==> src/lps_pkg.sv <==
package lps_pkg;

  localparam int XY_W  = 16;
  localparam int EXT_W = 7;

  typedef enum logic [1:0] {
    ST_IDLE = 2'b01,
    ST_RUN  = 2'b10
  } lps_state_t;

  typedef struct packed {
    logic load;
    logic step;
  } lps_cmd_t;

  typedef struct packed {
    logic last;
  } lps_stat_t;

endpackage

==> src/lps_ctrl.sv <==
module lps_ctrl (
  input  logic              clk,
  input  logic              rst_n,
  input  logic              start,
  input  lps_pkg::lps_stat_t stat,
  output lps_pkg::lps_cmd_t  cmd,
  output logic              busy
);
  import lps_pkg::*;

  lps_state_t state_r, state_nxt;
  logic       run;

  assign run      = (state_r == ST_RUN);
  // The final pixel's cycle frees the block, so the next line can load behind it.
  assign busy     = run & ~stat.last;
  assign cmd.load = start & ~busy;
  assign cmd.step = run;

  always_comb begin
    state_nxt = state_r;
    case (state_r)
      ST_IDLE: begin
        if (cmd.load) state_nxt = ST_RUN;
      end
      ST_RUN: begin
        if (stat.last && !cmd.load) state_nxt = ST_IDLE;
      end
      default: state_nxt = ST_IDLE;
    endcase
  end

  always_ff @(posedge clk) begin
    if (!rst_n) begin
      state_r <= ST_IDLE;
    end else begin
      state_r <= state_nxt;
    end
  end

endmodule

==> src/lps_datapath.sv <==
module lps_datapath #(
  parameter int MAX_SPAN   = 64,
  parameter int COORD_BITS = 16
) (
  input  logic                                   clk,
  input  logic                                   rst_n,
  input  lps_pkg::lps_cmd_t                      cmd,
  input  logic signed [lps_pkg::XY_W-1:0]        in_start_x,
  input  logic signed [lps_pkg::XY_W-1:0]        in_start_y,
  input  logic signed [lps_pkg::EXT_W-1:0]       in_extent_x,
  input  logic signed [lps_pkg::EXT_W-1:0]       in_extent_y,
  output lps_pkg::lps_stat_t                     stat,
  output logic signed [lps_pkg::XY_W-1:0]        out_pixel_x,
  output logic signed [lps_pkg::XY_W-1:0]        out_pixel_y
);
  import lps_pkg::*;

  localparam int SPAN_W = $clog2(MAX_SPAN + 1);
  localparam int PAD_W  = (COORD_BITS > XY_W) ? COORD_BITS : XY_W;

  logic [COORD_BITS-1:0] px_r, py_r, px_nxt, py_nxt;
  logic                  nx_r, ny_r, xmaj_r;
  logic [SPAN_W-1:0]     major_r, minor_r, rem_r;
  logic [SPAN_W:0]       err_r, err_nxt, err_sum;
  logic                  err_wrap;

  logic [EXT_W-1:0]      mag_x, mag_y;
  logic [SPAN_W-1:0]     cnt_x, cnt_y;
  logic [PAD_W-1:0]      sx_ext, sy_ext, px_ext, py_ext;

  function automatic logic [EXT_W-1:0] ext_mag(input logic [EXT_W-1:0] v);
    // The most negative code yields its full magnitude as an unsigned value.
    return v[EXT_W-1] ? (EXT_W'(0) - v) : v;
  endfunction

  function automatic logic [SPAN_W-1:0] span_count(input logic [EXT_W-1:0] m);
    logic [SPAN_W-1:0] s;
    if (32'(m) > 32'(MAX_SPAN - 1)) s = SPAN_W'(MAX_SPAN - 1);
    else s = SPAN_W'(m);
    return s + SPAN_W'(1);
  endfunction

  function automatic logic [COORD_BITS-1:0] step_coord(input logic [COORD_BITS-1:0] c,
                                                       input logic neg);
    return neg ? (c - COORD_BITS'(1)) : (c + COORD_BITS'(1));
  endfunction

  assign mag_x  = ext_mag($unsigned(in_extent_x));
  assign mag_y  = ext_mag($unsigned(in_extent_y));
  assign cnt_x  = span_count(mag_x);
  assign cnt_y  = span_count(mag_y);
  assign sx_ext = PAD_W'($unsigned(in_start_x));
  assign sy_ext = PAD_W'($unsigned(in_start_y));

  assign err_sum  = err_r + {1'b0, minor_r};
  assign err_wrap = (err_sum >= {1'b0, major_r});
  assign err_nxt  = err_wrap ? (err_sum - {1'b0, major_r}) : err_sum;

  always_comb begin
    px_nxt = px_r;
    py_nxt = py_r;
    if (xmaj_r) begin
      px_nxt = step_coord(px_r, nx_r);
      if (err_wrap) py_nxt = step_coord(py_r, ny_r);
    end else begin
      py_nxt = step_coord(py_r, ny_r);
      if (err_wrap) px_nxt = step_coord(px_r, nx_r);
    end
  end

  always_ff @(posedge clk) begin
    if (cmd.load) begin
      px_r    <= COORD_BITS'(sx_ext);
      py_r    <= COORD_BITS'(sy_ext);
      nx_r    <= in_extent_x[EXT_W-1];
      ny_r    <= in_extent_y[EXT_W-1];
      xmaj_r  <= (cnt_x >= cnt_y);
      major_r <= (cnt_x >= cnt_y) ? cnt_x : cnt_y;
      minor_r <= (cnt_x >= cnt_y) ? cnt_y : cnt_x;
      rem_r   <= (cnt_x >= cnt_y) ? cnt_x : cnt_y;
      err_r   <= '0;
    end else if (cmd.step) begin
      px_r  <= px_nxt;
      py_r  <= py_nxt;
      rem_r <= rem_r - SPAN_W'(1);
      err_r <= err_nxt;
    end
  end

  assign stat.last   = (rem_r == SPAN_W'(1));
  assign px_ext      = PAD_W'(px_r);
  assign py_ext      = PAD_W'(py_r);
  assign out_pixel_x = $signed(px_ext[XY_W-1:0]);
  assign out_pixel_y = $signed(py_ext[XY_W-1:0]);

  a_err_bound : assert property (@(posedge clk) disable iff (!rst_n)
    cmd.step |-> (err_r < {1'b0, major_r}))
    else $error("error accumulator not below major count");

  a_rem_live : assert property (@(posedge clk) disable iff (!rst_n)
    cmd.step |-> (rem_r != '0))
    else $error("pixel emitted with no pixels remaining");

  a_minor_le : assert property (@(posedge clk) disable iff (!rst_n)
    cmd.step |-> (minor_r <= major_r))
    else $error("minor count exceeds major count");

  a_rem_dec : assert property (@(posedge clk) disable iff (!rst_n)
    (cmd.step && !cmd.load) |=> (rem_r == $past(rem_r) - SPAN_W'(1)))
    else $error("remaining count did not step down");

endmodule

==> src/line_pixel_stepper.sv <==
// Channel   Handshake              Payload
// input     start, busy            in_start_x, in_start_y, in_extent_x, in_extent_y
// result    out_valid (strobe)     out_pixel_x, out_pixel_y, out_last_pixel
//
// A line of N pixels (N = larger of |extent|+1 per axis, at most MAX_SPAN) is
// emitted one pixel per cycle, starting the cycle after the request is taken.
// The stepping counter counts down the N pixels of a line, and the next request
// is taken during the final pixel's cycle, so lines follow with no gap.
// Reset (synchronous, active low) returns the controller to idle; no results
// are in flight afterward. The receiver cannot stall, so no output buffering.
module line_pixel_stepper #(
  parameter int MAX_SPAN   = 64,
  parameter int COORD_BITS = 16
) (
  input  logic                              clk,
  input  logic                              rst_n,
  input  logic                              start,
  output logic                              busy,
  input  logic signed [lps_pkg::XY_W-1:0]   in_start_x,
  input  logic signed [lps_pkg::XY_W-1:0]   in_start_y,
  input  logic signed [lps_pkg::EXT_W-1:0]  in_extent_x,
  input  logic signed [lps_pkg::EXT_W-1:0]  in_extent_y,
  output logic                              out_valid,
  output logic signed [lps_pkg::XY_W-1:0]   out_pixel_x,
  output logic signed [lps_pkg::XY_W-1:0]   out_pixel_y,
  output logic                              out_last_pixel
);
  import lps_pkg::*;

  lps_cmd_t  cmd;
  lps_stat_t stat;

  lps_ctrl u_ctrl (
    .clk   (clk),
    .rst_n (rst_n),
    .start (start),
    .stat  (stat),
    .cmd   (cmd),
    .busy  (busy)
  );

  lps_datapath #(
    .MAX_SPAN   (MAX_SPAN),
    .COORD_BITS (COORD_BITS)
  ) u_dp (
    .clk         (clk),
    .rst_n       (rst_n),
    .cmd         (cmd),
    .in_start_x  (in_start_x),
    .in_start_y  (in_start_y),
    .in_extent_x (in_extent_x),
    .in_extent_y (in_extent_y),
    .stat        (stat),
    .out_pixel_x (out_pixel_x),
    .out_pixel_y (out_pixel_y)
  );

  assign out_valid      = cmd.step;
  assign out_last_pixel = cmd.step & stat.last;

endmodule
==> config.mk <==
export PLATFORM = sky130hd
export DESIGN_NAME = line_pixel_stepper
export DESIGN_NICKNAME = d
export VERILOG_FILES = /design/src/lps_pkg.sv /design/src/lps_ctrl.sv /design/src/lps_datapath.sv /design/src/line_pixel_stepper.sv
export SDC_FILE = /design/constraint.sdc
export NUM_CORES = 1
export LEC_CHECK = 0
export BUFFER_PORTS_ARGS = -buffer_cell sky130_fd_sc_hd__buf_2
export CAP_MARGIN = 20
export CORE_MARGIN = 5
export CORE_UTILIZATION = 59
export DETAILED_ROUTE_END_ITERATION = 16
export PLACE_DENSITY = 0.82
export SETUP_SLACK_MARGIN = 0.1
export SYNTH_ARGS = -nofsm -noshare
export SYNTH_HDL_FRONTEND = slang
export SYNTH_SLANG_ARGS = --single-unit
==> constraint.sdc <==
create_clock -name clk -period 6.3 [get_ports clk]
set_input_delay 1.575 -clock clk [delete_from_list [all_inputs] [get_ports clk]]
set_output_delay 1.575 -clock clk [all_outputs]
set_load 0.02 [all_outputs]
# Word-level counts from Yosys, hierarchy flattened
# Index checks and enable logic that the tools add are counted.
[totals] register_bits=66 latch_bits=0 ramBits=0 rom_bits=0 inputBits=49 out_inout_bits=35 wordCells=65 n_memories=0
[op_classes] n_addsub=11 mul=0 div=0 magnitude_cmp=4 n_eq_ne=6 shifts=0 muxes=22 n_bitwise=5 reduce_logical=7
[op_table] operator="16-bit 2-to-1 mux" n=10
[op_table] operator="7-bit 2-to-1 mux" n=8
[op_table] operator="16-bit by 1-bit adder with 16-bit output (second input constant)" n=2
[op_table] operator="16-bit by 1-bit subtractor with 16-bit output (second input constant)" n=2
[op_table] operator="7-bit by 1-bit adder with 7-bit output (second input constant)" n=2
[op_table] operator="7-bit by 6-bit > comparator with 1-bit output (second input constant)" n=2
[op_table] operator="1-bit by 7-bit subtractor with 7-bit output (first input constant)" n=2
[op_table] operator="8-bit by 7-bit adder with 8-bit output" n=1
[op_table] operator="8-bit by 7-bit greater-or-equal comparator with 1-bit output" n=1
[op_table] operator="8-bit 2-to-1 mux" n=1
[op_table] operator="8-bit by 7-bit subtractor with 8-bit output" n=1
[op_table] operator="7-bit by 1-bit == test with 1-bit output (second input constant)" n=1
[op_table] operator="7-bit greater-or-equal comparator" n=1
[op_table] operator="7-bit by 1-bit subtractor with 7-bit output (second input constant)" n=1
[op_table] operator="2-bit AND reduction" n=3
[op_table] operator="2-bit 2-to-1 mux" n=2
[op_table] operator="2-bit one-hot mux with 2 select lines" n=1
[op_table] operator="1-bit AND" n=3
[op_table] operator="3-bit != test (second input constant)" n=1
[op_table] operator="3-bit nonzero test" n=1
[op_table] operator="2-bit by 1-bit == test with 1-bit output (second input constant)" n=1
[op_table] operator="2-bit == test (second input constant)" n=1
[op_table] operator="2-bit by 1-bit != test with 1-bit output (second input constant)" n=1
[op_table] operator="2-bit != test (second input constant)" n=1
[op_table] operator="4 further kinds" n=5

# Depth between registers and ports, before layout
# Gate-level depths: netlist of the first run.
[logic_depth] depth_word=9 mapped_depth=18 mapped_depth_nobuf=17

# Hierarchy
# From an unflattened synthesis of the first run, not the netlist that was laid out.
[hier_totals] hier_cells=632 area_unflattened_um2=5715.5
[modules_own_cells] module="lps_datapath" n_inst=1 cells_per_inst=619 area_per_inst_um2=5601.6
[modules_own_cells] module="lps_ctrl" n_inst=1 cells_per_inst=12 area_per_inst_um2=107.6
[modules_own_cells] module="line_pixel_stepper" n_inst=1 cells_per_inst=1 area_per_inst_um2=6.3

# Least setup slack after synthesis of the first run
# OpenSTA, ideal clock, no wires.
[synth_timing] kind="input -> register" startpoint="in in_extent_y[3] (netlist bit)" endpoint="reg u_dp.minor_r[1] (data pin)" setup_ps=260 arrival_ps=4734 t_required_ps=6040 path_slack_ps=1306 path_stages=16 path_cell_list="clkbuf_1 > or3_4 > or3_1 > buf_6 > o211ai_1 > ha_1 > inv_1 > xnor2_1 > inv_1 > ha_1 > nand2_1 > o21ai_0 > a31oi_1 > o21ai_1 > clkbuf_1 > mux2_2"
[synth_via] elab_chain_cells=7
[synth_rtl] item="from (decl)" line_no="line_pixel_stepper.sv:22" text="input logic signed [lps_pkg::EXT_W-1:0] in_extent_y,"
[synth_rtl] item="1-bit by 7-bit subtractor with 7-bit output" line_no="lps_datapath.sv:33" text="return v[EXT_W-1] ? (EXT_W'(0) - v) : v;"
[synth_rtl] item="7-bit 2-to-1 mux *" line_no="lps_datapath.sv:33"
[synth_rtl] item="7-bit by 6-bit > comparator with 1-bit output" line_no="lps_datapath.sv:38" text="if (32'(m) > 32'(MAX_SPAN - 1)) s = SPAN_W'(MAX_SPAN - 1);"
[synth_rtl] item="7-bit 2-to-1 mux *" line_no="lps_datapath.sv:38"
[synth_rtl] item="7-bit by 1-bit adder with 7-bit output *" line_no="lps_datapath.sv:40" text="return s + SPAN_W'(1);"
[synth_rtl] item="7-bit greater-or-equal comparator" line_no="lps_datapath.sv:79" text="minor_r <= (cnt_x >= cnt_y) ? cnt_y : cnt_x;"
[synth_rtl] item="7-bit 2-to-1 mux *" line_no="lps_datapath.sv:79"
[synth_rtl] item="to (signal assigned)" line_no="lps_datapath.sv:79"
[synth_rtl] item="to (decl)" line_no="lps_datapath.sv:23" text="logic [SPAN_W-1:0] major_r, minor_r, rem_r;"
# Mark *: on every way between the ends. The rest lies on a longest branch, timed or not.
# A chain may end at the register's enable or synchronous reset.

# Worst setup path in the final report of the first run
[layout_timing] startpoint="in in_extent_x[0] (netlist bit)" endpoint="reg u_dp.rem_r[2] (data pin)"
[layout_via] elab_chain_cells=8
[layout_rtl] item="from (decl)" line_no="line_pixel_stepper.sv:21" text="input logic signed [lps_pkg::EXT_W-1:0] in_extent_x,"
[layout_rtl] item="1-bit by 7-bit subtractor with 7-bit output" line_no="lps_datapath.sv:33"
[layout_rtl] item="7-bit 2-to-1 mux *" line_no="lps_datapath.sv:33"
[layout_rtl] item="7-bit by 6-bit > comparator with 1-bit output" line_no="lps_datapath.sv:38"
[layout_rtl] item="7-bit 2-to-1 mux *" line_no="lps_datapath.sv:38"
[layout_rtl] item="7-bit by 1-bit adder with 7-bit output *" line_no="lps_datapath.sv:40"
[layout_rtl] item="7-bit greater-or-equal comparator" line_no="lps_datapath.sv:80" text="rem_r <= (cnt_x >= cnt_y) ? cnt_x : cnt_y;"
[layout_rtl] item="7-bit 2-to-1 mux *" line_no="lps_datapath.sv:80"
[layout_rtl] item="7-bit 2-to-1 mux *" line_no="lps_datapath.sv:72" text="if (cmd.load) begin"
[layout_rtl] item="to (signal assigned)" line_no="lps_datapath.sv:80"
[layout_rtl] item="to (signal assigned)" line_no="lps_datapath.sv:85" text="rem_r <= rem_r - SPAN_W'(1);"
[layout_rtl] item="to (decl)" line_no="lps_datapath.sv:23"
# Marked as above.

==> results.sh, run 1 <==
export IMPL_max_clock_path_buffers=2
export IMPL_ant_nets=0
export IMPL_tightest_slew_ps=898
export IMPL_drive_gt1_share_pct=16.7
export IMPL_max_vdd_ir_drop_mv=0.159
export IMPL_slowest_stage="a2111oi_0"
export IMPL_drt_first_pass_iters=5
export IMPL_initial_core_util_pct=59.6
export IMPL_die_w_um=108
export IMPL_synthArstFlopShare_pct=0
export IMPL_syn_inst=642
export IMPL_status="finished clean"
export IMPL_placementRows=36
export IMPL_yosys_area_top_type="edfxtp_1"
export IMPL_io_pins=84
export IMPL_cts_tree="done"
export IMPL_drt_iter0_markers=326
export IMPL_crit_fanout=20
export IMPL_crit_chain="buf_2 -> inv_1 -> ha_1 -> nor2b_1 -> and3_1 -> nor2_1 -> inv_1 -> ha_1 -> inv_1 -> a2111oi_0 -> xnor2_1 -> ha_1 -> a21o_1 -> a31oi_1 -> o21ai_1 -> buf_4 -> mux2_2 -> mux2_2"
export IMPL_clkTransAtPathRegs_ps=80
export IMPL_avgViaCountPerCell=5.86
export IMPL_wl_per_cell_um=15.4
export IMPL_worstSetupStartpointType="primary input"
export IMPL_setup_viol=0
export IMPL_synthDominantCellAreaShare_pct=29.4
export IMPL_slew_headroom_pct=39.3
export IMPL_cts_hold_buf=0
export IMPL_insertion_delay_ps=360
export IMPL_htree_num_levels=3
export IMPL_root_buffer="clkbuf_8"
export IMPL_synth_edf_count=56
export IMPL_antenna_cells=0
export IMPL_postSynthAreaPerCell_um2=8.90
export IMPL_grt_util_all_layers_pct=22.8
export IMPL_cpPeakStageDelay_ps=560
export IMPL_critPathRequiredTime_ps=6410
export IMPL_dieArea_mm2=0.0118
export IMPL_synth_distinct_cells=63
export IMPL_nets=827
export IMPL_setup_slack_ps=1050
export IMPL_end_kind="flop"
export IMPL_drcViolationCount=0
export IMPL_vias=5026
export IMPL_p_per_area_mw_per_mm2=299
export IMPL_syn_area_mm2=0.00572
export IMPL_grt_max_degree=58
export IMPL_fill_cells=794
export IMPL_final_max_slew_viol_count=0
export IMPL_ctsResizeCount=0
export IMPL_cts_sinks=66
export IMPL_fin_skew_ps=16.2
export IMPL_arrival_ps=5360
export IMPL_globalRouteOverflowTotal=0
export IMPL_fin_crit_ps=5250
export IMPL_antenna_found_initial=0
export IMPL_io_buffer_count=83
export IMPL_power_leakage_nw=2.79
export IMPL_maxCapViolCount=0
export IMPL_period_share_pct=83.4
export IMPL_finalSetupTns_ps=0
export IMPL_ys_ff_latch=66
export IMPL_ys_warn_count=0
export IMPL_cts_buffers=9
export IMPL_rsz0062_at_grt="false"
export IMPL_die_height_um=108
export IMPL_place_gp_congestion=0.910
export IMPL_ys_top_cells_by_area="edfxtp_1, ha_1, a21oi_1"
export IMPL_hp_class="reg2reg"
export IMPL_worst_path_buf_inv=5
export IMPL_routed_wl_um=13200
export IMPL_seq_area_frac_synth_pct=32.9
export IMPL_core_mm2=0.00959
export IMPL_syn_num_nets=750
export IMPL_postCtsSetupBuffers=0
export IMPL_area_growth_pct=13.1
export IMPL_post_place_ws_ps=659
export IMPL_synth_ff_type="edfxtp_1"
export IMPL_grt_pass1_wl_um=21800
export IMPL_path_class="in2reg"
export IMPL_fmax_ghz=0.190
export IMPL_hpwl_um=9790
export IMPL_crit_family="compound AO/OA/AOI/OAI gates"
export IMPL_hold_viol=0
export IMPL_grt_pass1_vias=4748
area by class of cell:
cell class | count | area, um2 | area share, %
inverters | 40 | 150 | 2.32
well taps | 133 | 166 | 2.57
flip-flops and latches | 66 | 1880 | 29.1
repair buffers | 89 | 460 | 7.12
clock buffers | 9 | 124 | 1.92
clock inverters | 7 | 92.6 | 1.43
multi-input cells | 513 | 3590 | 55.5
registers in the layout (all words and copies together) (netlist names):
| signal | count |
|---|---|
| u_ctrl.state_r | 2 |
| u_dp.err_r | 8 |
| u_dp.major_r | 7 |
| u_dp.minor_r | 7 |
| u_dp.nx_r | 1 |
| u_dp.ny_r | 1 |
| u_dp.out_pixel_x | 16 |
| u_dp.out_pixel_y | 16 |
| u_dp.rem_r | 7 |
| u_dp.xmaj_r | 1 |
through the flow:
stage                     instance area [um2]  power [W]  utilization [%]  cells  hold slack [ps]
final                                    6460    0.00194             67.4    857              513
after global routing                     6460    0.00207             67.4    857              532
after CTS                                6460    0.00193             67.3    856              512
after detailed placement                 6240    0.00152             65.0    840              475
after global placement                   6240    0.00149             65.0    840              478
after floorplan                          5720    0.00131                -    642              456
synth_stat cells (all sizes together), types with 11 or more instances:
master,count
xor2,22
a21oi,69
nand3,12
o21ai,39
a211oi,11
nand2,46
nand2b,12
clkbuf,12
ha,55
or3,11
buf,11
edfxtp,56
nor2,56
a21o,13
nor3,16
inv,40
o21a,13
xnor2,23
power breakdown:
group          switching [W]  internal, W  leakage (nW)
Clock               0.000184     0.000222         0.103
Combinational       0.000525     0.000375          2.06
Sequential         0.0000484     0.000581         0.624
routing by layer:
layer	track usage, %	part of all wire, %	up-vias
met4	7.12	1.8	0
met2	37.7	47	140
met5	0	0	-
li1	-	-	2526
met1	30.5	45	2338
met3	3.94	5.5	22
worst paths after layout:
kind	startpoint	to	slack [ps]	depth (start not counted)
worst min-delay path	u_dp.err_r[0]	u_dp.err_r[0]	510	1
worst max-delay path	in_extent_x[0]	u_dp.rem_r[2]	1050	18
worst min register to register	u_dp.err_r[0]	u_dp.err_r[0]	510	1
worst max register to register	u_dp.minor_r[0]	u_dp.out_pixel_x[13]	2220	14
cell usage in the layout (no fill, tap or decap), drive strengths merged, types with 6 or more instances in the layout:
master / count
nand2b: 12
clkbuf: 9
mux2: 8
o21ai: 39
xnor2: 23
mux2i: 10
nand2: 46
inv: 41
a211oi: 11
nor3b: 6
nor3: 16
a21oi: 69
nand3b: 7
nand3: 12
edfxtp: 56
o31ai: 7
a21o: 13
nor2b: 6
nor2: 56
buf: 89
dfxtp: 10
xor2: 22
or3: 11
o21a: 13
ha: 55
logic make-up after synthesis:
family	count (synthesis)	synth area share, %
xor gates and xnor gates	45	6.90
muxes	18	3.33
DFF	66	32.9
and+or+nand+nor	195	17.3
AOI/OAI and AO/OA	196	21.6
adders and majority gates	59	13.4
buffers and inverters	63	4.49
No activity file was read; power rests on OpenSTA's default activity.
==> inputs of run 2 (changes only) <==
==> constraint.sdc (replaced) <==
create_clock -name clk -period 5.1 [get_ports clk]
set_input_delay 1.275 -clock clk [delete_from_list [all_inputs] [get_ports clk]]
set_output_delay 1.275 -clock clk [all_outputs]
set_load 0.02 [all_outputs]
==> results.sh, run 2 (same netlist as run 1, synthesis figures left out) <==
export IMPL_fmax_ghz=0.217
export IMPL_nets=831
export IMPL_arrival_ps=4720
export IMPL_finalPower_w=0.00239
export IMPL_crit_chain="buf_2 -> inv_1 -> ha_1 -> nor2b_1 -> and3_1 -> nor2_1 -> inv_1 -> ha_1 -> inv_1 -> a2111oi_0 -> buf_4 -> nor3b_1 -> ha_1 -> nand2_1 -> o21ai_1 -> buf_12 -> mux2_2 -> mux2_2"
export IMPL_path_class="in2reg"
export IMPL_tightest_slew_ps=627
export IMPL_hold_depth=1
export IMPL_end_kind="flop"
export IMPL_maxCapViolCount=0
export IMPL_postCtsSetupBuffers=0
export IMPL_hpwl_um=9990
export IMPL_crit_fanout=25
export IMPL_root_buffer="clkbuf_8"
export IMPL_ctsResizeCount=0
export IMPL_critPathRequiredTime_ps=5210
export IMPL_final_cell_mix="buf_2, a21oi_1, nor2_1, edfxtp_1, ha_1"
export IMPL_grt_pass1_wl_um=22100
export IMPL_insertion_delay_ps=360
export IMPL_worst_r2r_setup_slack_ps=1040
export IMPL_power_leakage_nw=2.82
export IMPL_antenna_found_initial=0
export IMPL_core_mm2=0.00959
export IMPL_io_buffer_count=83
export IMPL_setup_viol=0
export IMPL_hp_class="reg2reg"
export IMPL_globalRouteOverflowTotal=0
export IMPL_grt_util_all_layers_pct=23.3
export IMPL_htree_num_levels=3
export IMPL_fin_skew_ps=16.1
export IMPL_cts_buffers=9
export IMPL_io_pins=84
export IMPL_area_growth_pct=13.7
export IMPL_status="finished clean"
export IMPL_p_per_area_mw_per_mm2=367
export IMPL_antenna_cells=0
export IMPL_cts_tree="done"
export IMPL_grt_pass1_vias=4848
export IMPL_setup_slack_ps=485
export IMPL_timing_rr_start="u_dp.minor_r[0]"
export IMPL_r2r_end="u_dp.err_r[2]"
export IMPL_cpPeakStageDelay_ps=380
export IMPL_reg2reg_depth=13
export IMPL_fill_cells=774
export IMPL_finalSetupTns_ps=0
export IMPL_slew_headroom_pct=57.0
export IMPL_final_core_util_pct=67.7
export IMPL_post_place_ws_ps=98.8
export IMPL_cts_hold_buf=0
export IMPL_drt_first_pass_iters=5
export IMPL_clkTransAtPathRegs_ps=70
export IMPL_drt_iter0_markers=274
export IMPL_dieArea_mm2=0.0118
export IMPL_place_area_mm2=0.00628
export IMPL_met3_wirelength_um=694
export IMPL_slowest_stage="nor3b_1"
export IMPL_placementRows=36
export IMPL_die_height_um=108
export IMPL_worstSetupStartpointType="primary input"
export IMPL_drcViolationCount=0
export IMPL_fin_area_mm2=0.00650
export IMPL_grt_max_degree=57
export IMPL_die_w_um=108
export IMPL_drt_met1_wl_um=5960
export IMPL_fin_crit_ps=4610
export IMPL_final_max_slew_viol_count=0
export IMPL_ant_nets=0
export IMPL_routed_wl_um=13200
export IMPL_final_common_cell="buf_2"
export IMPL_wl_per_cell_um=15.4
export IMPL_cts_sinks=66
export IMPL_hp_start="u_dp.err_r[2]"
export IMPL_place_gp_congestion=0.900
export IMPL_avgViaCountPerCell=5.89
export IMPL_max_clock_path_buffers=2
export IMPL_holdPathEnd="u_dp.err_r[2]"
export IMPL_hold_viol=0
export IMPL_max_vdd_ir_drop_mv=0.192
export IMPL_wl_met2_um=6340
export IMPL_period_share_pct=90.5
export IMPL_rsz0062_at_grt="false"
export IMPL_vias=5074
export IMPL_initial_core_util_pct=59.6
export IMPL_drive_gt1_share_pct=17.0
export IMPL_highest_layer="met4"
[run 2: through the flow]
stage | cells | hold slack (ps)
after floorplan | 642 | 456
after global placement | 844 | 485
after detailed placement | 844 | 493
after CTS | 860 | 511
after global routing | 861 | 515
final | 861 | 509
[run 2: worst max-delay path by stage]
| stage | start | to | cells past startpoint |
|---|---|---|---|
| global placement | in_extent_x[0] | u_dp.rem_r[2] | 18 |
| CTS | in_extent_x[0] | u_dp.rem_r[2] | 18 |
| detailed placement | in_extent_x[0] | u_dp.rem_r[2] | 18 |
| global route | in_extent_x[0] | u_dp.rem_r[2] | 18 |
| finish | in_extent_x[0] | u_dp.rem_r[2] | 18 |
| floorplan | in_extent_y[3] | u_dp.minor_r[1] | 16 |
[run 2: area by class of cell]
class	count	area [um2]	area share, %
Clock inverter	5	78.8	1.21
Multi-Input combinational cell	513	3590	55.2
Tap cell	133	166	2.56
Clock buffer	11	131	2.02
Sequential cell	66	1880	29.0
Timing Repair Buffer	93	503	7.74
Inverter	40	150	2.31
[run 2: power breakdown]
group	switching (W)	leakage (nW)	internal, W
sequential	0.0000596	0.624	0.000719
combinational	0.000651	2.09	0.000472
clock	0.000210	0.107	0.000275
total	0.000921	2.82	0.00147
[run 2: worst max-delay path, delay by kind of cell]
| family | cells | cell delay, ps |
|---|---|---|
| and+or+nand+nor | 5 | 860 |
| adders and majority gates | 3 | 620 |
| AOI/OAI and AO/OA | 2 | 600 |
| muxes | 2 | 610 |
| buffers and inverters | 6 | 760 |
[run 2: layer usage]
| metal | vias up | track usage, % |
|---|---|---|
| li1 | 2539 | - |
| met1 | 2376 | 30.6 |
| met2 | 133 | 38.9 |
| met3 | 26 | 4.30 |
| met4 | 0 | 7.30 |
| met5 | - | 0 |
